**config.mk**
```make
export PLATFORM = sky130hd
export DESIGN_NAME = interrupt_steering_register_file_core
export DESIGN_NICKNAME = d
export VERILOG_FILES = /design/src/sv/isrf_pkg.sv /design/src/sv/isrf_ram.sv /design/src/sv/interrupt_steering_register_file_core.sv
export SDC_FILE = /design/constraint.sdc
export NUM_CORES = 2
export LEC_CHECK = 0
export BUFFER_PORTS_ARGS = -buffer_cell sky130_fd_sc_hd__buf_4
export CAP_MARGIN = 10
export CORE_MARGIN = 3
export CORE_UTILIZATION = 25
export DETAILED_ROUTE_END_ITERATION = 6
export PLACE_DENSITY_LB_ADDON = 0.05
export SETUP_SLACK_MARGIN = 0.02
export SLEW_MARGIN = 10
export SYNTH_ARGS = -nofsm -noshare
export SYNTH_HDL_FRONTEND = slang
export SYNTH_SLANG_ARGS = --single-unit
```
**constraint.sdc**
```tcl
create_clock -name i_clk -period 2.45 [get_ports i_clk]
set_input_delay 0.245 -clock i_clk [delete_from_list [all_inputs] [get_ports i_clk]]
set_output_delay 0.245 -clock i_clk [all_outputs]
set_load 0.05 [all_outputs]
```
**src/sv/isrf_pkg.sv**
```systemverilog
package isrf_pkg;

    // Register file geometry.
    localparam int ADDR_W = 8;
    localparam int DATA_W = 8;
    localparam int DEPTH  = 256;
    localparam int TIMER_W = 12;
    localparam int SRC_N  = 4;

    // Register offsets with side effects.
    localparam logic [ADDR_W-1:0] ADDR_INIT0     = 8'h90;
    localparam logic [ADDR_W-1:0] ADDR_IRQ_EN    = 8'h92;
    localparam logic [ADDR_W-1:0] ADDR_FIRQ_EN   = 8'h93;
    localparam logic [ADDR_W-1:0] ADDR_TIMER_MSB = 8'h94;
    localparam logic [ADDR_W-1:0] ADDR_TIMER_LSB = 8'h95;

    // Value returned by reads of the timer registers.
    localparam logic [DATA_W-1:0] TIMER_READBACK = 8'd126;

    // Request codes.
    typedef enum logic [1:0] {
        REQ_READ  = 2'd0,
        REQ_WRITE = 2'd1,
        REQ_EVENT = 2'd2,
        REQ_IDLE  = 2'd3
    } t_req;

    // Interrupt source codes.
    typedef enum logic [1:0] {
        SRC_KEYBOARD   = 2'd0,
        SRC_VERTICAL   = 2'd1,
        SRC_HORIZONTAL = 2'd2,
        SRC_TIMER      = 2'd3
    } t_src;

    // Bit of a source in the enable registers and the latches.
    function automatic logic [DATA_W-1:0] source_bit(input t_src src);
        logic [DATA_W-1:0] b;
        unique case (src)
            SRC_KEYBOARD:   b = 8'h02;
            SRC_VERTICAL:   b = 8'h08;
            SRC_HORIZONTAL: b = 8'h10;
            SRC_TIMER:      b = 8'h20;
            default:        b = '0;
        endcase
        return b;
    endfunction

    // Source-enable mask from the OR of both enable registers.
    function automatic logic [SRC_N-1:0] enable_from(input logic [DATA_W-1:0] both);
        return {both[5], both[4], both[3], both[1]};
    endfunction

endpackage

```
**src/sv/isrf_ram.sv**
```systemverilog
module isrf_ram #(
    parameter int WIDTH = 8,
    parameter int DEPTH = 256
) (
    input  logic                     i_clk,
    input  logic                     i_we,
    input  logic [$clog2(DEPTH)-1:0] i_waddr,
    input  logic [WIDTH-1:0]         i_wdata,
    input  logic                     i_re,
    input  logic [$clog2(DEPTH)-1:0] i_raddr,
    output logic [WIDTH-1:0]         o_rdata
);

    logic [WIDTH-1:0] r_mem [DEPTH];
    logic [WIDTH-1:0] r_rdata;

    // One write port and one registered read port.
    always_ff @(posedge i_clk) begin
        if (i_we) begin
            r_mem[i_waddr] <= i_wdata;
        end
        if (i_re) begin
            r_rdata <= r_mem[i_raddr];
        end
    end

    assign o_rdata = r_rdata;

endmodule

```
**src/sv/interrupt_steering_register_file_core.sv**
```systemverilog
// Interrupt steering register file.
// Input channel (i_in_valid / o_in_ready) carries one request: a register
// read, a register write or an interrupt source event. Output channel
// (o_out_valid / i_out_ready) returns exactly one result for each request,
// in order.
// A request passes through the read stage (registered RAM read) and the
// output register. Throughput is one request per cycle unless stalled;
// the RAM port is used once per request.
// Reset clears the interrupt latches, the enhanced flags, the enable mask
// and the per-entry valid bits, so registers other than 0x92 to 0x95 read
// as zero until written; no clearing pass is needed and a request can be
// taken in the first cycle after reset.
// When the receiver stalls, the result waits in the output register while
// one more request is taken into the read stage; after that o_in_ready
// drops until the output is taken.
// Writes to 0x90, 0x92, 0x93 and 0x95 also update shadow registers used by
// the interrupt routing and the timer reload value.
module interrupt_steering_register_file_core (
    input  logic                                   i_clk,
    input  logic                                   i_rst_n,
    input  logic                                   i_in_valid,
    output logic                                   o_in_ready,
    input  logic [1:0]                             i_req_type,
    input  logic [isrf_pkg::ADDR_W-1:0]            i_reg_address,
    input  logic [isrf_pkg::DATA_W-1:0]            i_write_data,
    input  logic [1:0]                             i_event_source,
    output logic                                   o_out_valid,
    input  logic                                   i_out_ready,
    output logic [isrf_pkg::DATA_W-1:0]            o_read_data,
    output logic                                   o_irq_assert,
    output logic                                   o_firq_assert,
    output logic                                   o_timer_load,
    output logic [isrf_pkg::TIMER_W-1:0]           o_timer_value,
    output logic [isrf_pkg::SRC_N-1:0]             o_source_enable
);

    import isrf_pkg::*;

    // Control state.
    logic [DEPTH-1:0]   r_valid;
    logic [DATA_W-1:0]  r_irq_latch,  n_irq_latch;
    logic [DATA_W-1:0]  r_firq_latch, n_firq_latch;
    logic               r_eirq,  n_eirq;
    logic               r_efirq, n_efirq;
    logic [SRC_N-1:0]   r_enable, n_enable;
    logic [DATA_W-1:0]  r_irq_en,  n_irq_en;
    logic [DATA_W-1:0]  r_firq_en, n_firq_en;
    logic [DATA_W-1:0]  r_timer_lsb, n_timer_lsb;
    logic               r_s1_valid;
    logic               r_out_valid;

    // Read-stage payload.
    logic               r_s1_use_mem, n_s1_use_mem;
    logic               r_s1_hit;
    logic [DATA_W-1:0]  r_s1_fixed, n_s1_fixed;
    logic               r_s1_irq, n_s1_irq;
    logic               r_s1_firq, n_s1_firq;
    logic               r_s1_tload, n_s1_tload;
    logic [TIMER_W-1:0] r_s1_tval, n_s1_tval;

    // Output payload.
    logic [DATA_W-1:0]  r_o_read_data;
    logic               r_o_irq;
    logic               r_o_firq;
    logic               r_o_tload;
    logic [TIMER_W-1:0] r_o_tval;
    logic [SRC_N-1:0]   r_o_enable;

    logic               accept;
    logic               advance;
    logic               ram_we;
    logic [DATA_W-1:0]  ram_rdata;
    logic [DATA_W-1:0]  s1_read_data;
    logic [DATA_W-1:0]  src_bit;
    t_req               req;

    assign req     = t_req'(i_req_type);
    assign src_bit = source_bit(t_src'(i_event_source));
    assign advance = r_s1_valid && (!r_out_valid || i_out_ready);
    assign o_in_ready = !r_s1_valid || advance;
    assign accept  = i_in_valid && o_in_ready;
    assign ram_we  = accept && (req == REQ_WRITE);

    // Register storage; read every accepted request at its address.
    isrf_ram #(
        .WIDTH (DATA_W),
        .DEPTH (DEPTH)
    ) u_ram (
        .i_clk   (i_clk),
        .i_we    (ram_we),
        .i_waddr (i_reg_address),
        .i_wdata (i_write_data),
        .i_re    (accept),
        .i_raddr (i_reg_address),
        .o_rdata (ram_rdata)
    );

    // Request decode: side effects and the parts of the result known at once.
    always_comb begin
        n_irq_latch  = r_irq_latch;
        n_firq_latch = r_firq_latch;
        n_eirq       = r_eirq;
        n_efirq      = r_efirq;
        n_irq_en     = r_irq_en;
        n_firq_en    = r_firq_en;
        n_timer_lsb  = r_timer_lsb;
        n_enable     = r_enable;
        n_s1_use_mem = 1'b0;
        n_s1_fixed   = '0;
        n_s1_irq     = 1'b0;
        n_s1_firq    = 1'b0;
        n_s1_tload   = 1'b0;
        n_s1_tval    = '0;
        unique case (req)
            REQ_READ: begin
                if (i_reg_address == ADDR_IRQ_EN) begin
                    n_s1_fixed  = r_irq_latch;
                    n_irq_latch = '0;
                end else if (i_reg_address == ADDR_FIRQ_EN) begin
                    n_s1_fixed   = r_firq_latch;
                    n_firq_latch = '0;
                end else if (i_reg_address == ADDR_TIMER_MSB ||
                             i_reg_address == ADDR_TIMER_LSB) begin
                    n_s1_fixed = TIMER_READBACK;
                end else begin
                    n_s1_use_mem = 1'b1;
                end
            end
            REQ_WRITE: begin
                if (i_reg_address == ADDR_INIT0) begin
                    n_efirq = i_write_data[4];
                    n_eirq  = i_write_data[5];
                end else if (i_reg_address == ADDR_IRQ_EN) begin
                    n_irq_en = i_write_data;
                    n_enable = enable_from(i_write_data | r_firq_en);
                end else if (i_reg_address == ADDR_FIRQ_EN) begin
                    n_firq_en = i_write_data;
                    n_enable  = enable_from(r_irq_en | i_write_data);
                end else if (i_reg_address == ADDR_TIMER_MSB) begin
                    n_s1_tload = 1'b1;
                    n_s1_tval  = {i_write_data[TIMER_W-DATA_W-1:0], r_timer_lsb};
                end else if (i_reg_address == ADDR_TIMER_LSB) begin
                    n_timer_lsb = i_write_data;
                end
            end
            REQ_EVENT: begin
                // Fast interrupt has priority over the normal one.
                if ((r_firq_en & src_bit) != '0 && r_efirq) begin
                    n_s1_firq    = 1'b1;
                    n_firq_latch = r_firq_latch | src_bit;
                end else if ((r_irq_en & src_bit) != '0 && r_eirq) begin
                    n_s1_irq    = 1'b1;
                    n_irq_latch = r_irq_latch | src_bit;
                end
            end
            REQ_IDLE: begin
            end
            default: begin
            end
        endcase
    end

    // Control registers.
    always_ff @(posedge i_clk) begin
        if (!i_rst_n) begin
            r_valid      <= '0;
            r_irq_latch  <= '0;
            r_firq_latch <= '0;
            r_eirq       <= 1'b0;
            r_efirq      <= 1'b0;
            r_enable     <= '0;
            r_irq_en     <= '0;
            r_firq_en    <= '0;
            r_timer_lsb  <= '0;
            r_s1_valid   <= 1'b0;
            r_out_valid  <= 1'b0;
        end else begin
            if (accept) begin
                r_irq_latch  <= n_irq_latch;
                r_firq_latch <= n_firq_latch;
                r_eirq       <= n_eirq;
                r_efirq      <= n_efirq;
                r_enable     <= n_enable;
                r_irq_en     <= n_irq_en;
                r_firq_en    <= n_firq_en;
                r_timer_lsb  <= n_timer_lsb;
            end
            if (ram_we) begin
                r_valid[i_reg_address] <= 1'b1;
            end
            if (accept) begin
                r_s1_valid <= 1'b1;
            end else if (advance) begin
                r_s1_valid <= 1'b0;
            end
            if (advance) begin
                r_out_valid <= 1'b1;
            end else if (i_out_ready) begin
                r_out_valid <= 1'b0;
            end
        end
    end

    // Read-stage payload, taken with the request.
    always_ff @(posedge i_clk) begin
        if (accept) begin
            r_s1_use_mem <= n_s1_use_mem;
            r_s1_hit     <= r_valid[i_reg_address];
            r_s1_fixed   <= n_s1_fixed;
            r_s1_irq     <= n_s1_irq;
            r_s1_firq    <= n_s1_firq;
            r_s1_tload   <= n_s1_tload;
            r_s1_tval    <= n_s1_tval;
        end
    end

    // An entry never written reads as zero.
    assign s1_read_data = r_s1_use_mem ? (r_s1_hit ? ram_rdata : '0) : r_s1_fixed;

    // Output register.
    always_ff @(posedge i_clk) begin
        if (advance) begin
            r_o_read_data <= s1_read_data;
            r_o_irq       <= r_s1_irq;
            r_o_firq      <= r_s1_firq;
            r_o_tload     <= r_s1_tload;
            r_o_tval      <= r_s1_tval;
            r_o_enable    <= r_enable;
        end
    end

    assign o_out_valid     = r_out_valid;
    assign o_read_data     = r_o_read_data;
    assign o_irq_assert    = r_o_irq;
    assign o_firq_assert   = r_o_firq;
    assign o_timer_load    = r_o_tload;
    assign o_timer_value   = r_o_tval;
    assign o_source_enable = r_o_enable;

    // An event goes to one interrupt line at most.
    a_one_route: assert property (@(posedge i_clk) disable iff (!i_rst_n)
        o_out_valid |-> !(o_irq_assert && o_firq_assert))
        else $error("event routed to both interrupt lines");

    // A timer reload comes only from a write, never with read data or a route.
    a_tload_alone: assert property (@(posedge i_clk) disable iff (!i_rst_n)
        (o_out_valid && o_timer_load) |->
            (o_read_data == '0 && !o_irq_assert && !o_firq_assert))
        else $error("timer reload mixed with another result");

    // The timer value is zero without the strobe.
    a_tval_zero: assert property (@(posedge i_clk) disable iff (!i_rst_n)
        (o_out_valid && !o_timer_load) |-> (o_timer_value == '0))
        else $error("timer value without reload strobe");

    // Reading the normal interrupt latch clears it.
    a_irq_clear: assert property (@(posedge i_clk) disable iff (!i_rst_n)
        (accept && req == REQ_READ && i_reg_address == ADDR_IRQ_EN)
            |=> (r_irq_latch == '0))
        else $error("IRQ latch not cleared by read");

endmodule

```
==> results.yml <==
yosys:
  synth_top_cell_area_share_pct: 69.7
  synth_top_family_by_area: "multiplexers"
  synthesis.nets: 4497
  ys_ff_latch: 2393
  yosys.area_share.adder_pct: 0
  avgSynthCellArea_um2: 20.3
  yosys_warnings: 0
  ys_top_cells_by_area: "edfxtp_1, mux4_2, dfxtp_1"
  synth.distinct_cells: 46
  netlist_instances: 4473
  synthSimpleGateAreaFrac_pct: 1.97
  yosys.cell_count.top_type: "edfxtp_1"
  synth_xor_area_share_pct: 0
  yosys-top-cells-count: "edfxtp_1, mux4_2, a22oi_1, dfxtp_1, nor2_1"
  yosysTopAreaCell: "edfxtp_1"
  netlist_area_mm2: 0.0907
  ys_seq_area_share_pct: 76.1
  synth-compound-area-share_pct: 6.11
  synth-main-ff-cell: "edfxtp_1"
  muxShareOfSynthArea_pct: 14.4
  async_reset_ff_share_pct: 0
  synth_edf_count: 2105
grt:
  grt_pass1_wl_um: 422000
  grt-ovfl-total: 0
  antenna_found_initial: 18
  grt_pass1_vias: 50550
  grt_max_degree: 86
  track_usage_pct: 16.2
hold_path:
  min_to: "o_out_valid"
  hp-start: "i_out_ready"
  hold_path.class: "primary input to register"
  holdPathStages: 4
floorplanning:
  die-area_mm2: 0.370
  die_x_um: 608
  io_pins: 53
  rows: 220
  die_y_um: 608
  initial_core_util_pct: 25.2
  coreArea_mm2: 0.360
worst_setup_path:
  r2r_cells: 6
  crit_arrival_ps: 3100
  critPathMaxStageDelay_ps: 520
  path_cells: "mux4_2, a22oi_1, a21oi_1, o41ai_2, buf_4, nand4_1"
  reg2reg_to: "u_ram.o_rdata[5]"
  crit_required_ps: 3040
  r2r_setup_slack_ps: -60
  crit_fanout: 1
  reg2reg_from: "u_ram.r_mem[191][5]"
  path_class: "register to register"
  worstSetupStartpointType: "register"
  end_kind: "register"
  slowest_stage: "o41ai_2"
sta:
  slew_violations: 0
  setup-violations-final: 2
  whs_ps: 266
  max_slew_margin_pct: 39.2
  worst_slew_pin_slew_ps: 912
  skew_ps: 34.5
  hold_viol_final: 0
  setup_slack_ps: -62.2
  finalCritPeriodShare_pct: 103
  rsz0062_at_grt: "yes"
  fin_crit_ps: 2510
  fmax_mhz: 398
  fin_tns_setup_ps: -122
placement:
  place_ws_ps: -1370
  dpl_cell_area_mm2: 0.106
  placed_cells: 9944
  place.port_buffers: 52
  place_congestion: 0.745
  hpwl_um: 201000
layout:
  fillers: 34673
  syn_to_final_growth_pct: 27.8
  fin_util_pct: 32.2
  layout.nets: 5505
  stdcell_count: 10496
  stdcell_area_mm2: 0.116
  layout-drive-gt1-share_pct: 37.5
cts:
  numCtsBuffers: 291
  cts_tree: "built"
  clock_latency_ps: 880
  h-tree-depth: 5
  clk_path_buf_depth: 4
  clk_pin_slew_ps: 60
  cts-root-buf: "clkbuf_16"
  cts.sinks: 2393
power:
  power_density_mw_per_mm2: 795
  internal_power_mw: 71.8
  power.share.clock_pct: 46.3
  p_comb_share_pct: 5.4
  p_leak_nw: 37.6
  ir_drop_mv: 0.453
  p_sw_share_pct: 22.0
  report.power.total_mw: 92.1
  p_seq_share_pct: 48.2
  p_switching_mw: 20.3
routing:
  vias_per_cell: 4.56
  drcViolationCount: 0
  first_iter_violations: 3963
  detail_route.wirelength_um: 304000
  vias: 47847
  ant_nets: 0
  first_pass_iters: 7
  wl_per_cell_um: 28.9
status:
  status: "finished, violations left"
  violations: "negative setup slack"
job:
  cap_violations: 0
[sequential cells by signal, indices dropped and copies added, names as in the netlist, 4 cells and up]
name and flops:
r_s1_tval 12, o_read_data 8, r_timer_lsb 8, r_irq_latch 4, r_enable 4, r_firq_en 4
u_ram.o_rdata 8, o_source_enable 4, r_firq_latch 4, r_irq_en 4, u_ram.r_mem 2048, r_s1_fixed 5
o_timer_value 12, r_valid 256
[per-layer routing]
| metal | vias up | wire, um | share of wire, % | global-route usage [%] |
|---|---|---|---|---|
| met5 | - | 0 | 0 | 0 |
| met4 | 0 | 7800 | 2.6 | 4.29 |
| met1 | 25857 | 140000 | 46 | 22.7 |
| li1 | 20674 | - | - | - |
| met2 | 957 | 144000 | 47 | 26.0 |
| met3 | 359 | 12000 | 3.9 | 2.39 |
[cells in the final DEF (no fill, tap or decap), types with 19 or more instances in the layout]
cell,n
nor2_1,240
bufinv_16,19
buf_4,782
clkbuf_1,81
o21a_1,257
edfxtp_1,2105
nand2_1,37
clkbuf_8,27
a21boi_0,19
clkinv_2,47
a22oi_1,255
a21oi_1,128
mux4_2,578
a22oi_2,37
clkbuf_16,303
dfxtp_1,287
o41ai_2,20
clkinv_1,29
buf_12,191
a21oi_2,21
[power groups by stage]
stage,Clock (mW),Sequential [mW],Combinational (mW)
4_1_cts,44.2,44.4,5.13
2_1_floorplan,0,45.3,1.89
3_3_place_gp,0,45.3,5.03
6_report,42.7,44.4,4.98
5_1_grt,45.8,44.4,5.32
3_5_place_dp,0,45.3,5.03
[worst max path at each step]
stage                             start             endpoint  slack [ps]
floorplan                   o_out_valid  u_ram.r_mem[118][0]          20
global placement       i_reg_address[0]     u_ram.o_rdata[2]       -2210
detailed placement     i_reg_address[0]     u_ram.o_rdata[0]       -1370
CTS                  u_ram.r_mem[47][1]     u_ram.o_rdata[1]        -120
global route         u_ram.r_mem[63][1]     u_ram.o_rdata[1]        -210
finish              u_ram.r_mem[191][5]     u_ram.o_rdata[5]         -60
[what timing repair did]
item / CTS / global route
resized for setup: 68 / 39
pin swaps: 24 / 19
hold endpoints to repair: 593 / 0
endpoints found under the setup margin: 9 / 59
hold buffers: 18 / 0
buffers inserted: 0 / 0
[cell families after synthesis]
| logic type | count (synthesis) |
|---|---|
| buf+inv | 309 |
| mux | 578 |
| compound gates | 788 |
| simple gates | 405 |
| flops | 2393 |
[final cells by class]
cell class | count | area (um2) | area share (%)
antenna | 9 | 22.5 | 0.0194
timing repair buffer | 1010 | 10100 | 8.75
multi-input combinational | 1771 | 21300 | 18.4
clock inverter | 115 | 1100 | 0.953
tap | 4773 | 5970 | 5.15
inverter | 14 | 57.6 | 0.0497
clock buffer | 411 | 8260 | 7.13
sequential | 2393 | 69000 | 59.5
[critical path, delay by kind of cell (launching register included)]
family                 cells  cell delay, ps
DFF                        1             370
and+or+nand+nor            1              80
muxes                      1             480
buffers and inverters      1             220
AOI/OAI and AO/OA          3            1080
(Power assumes the default switching activity.)
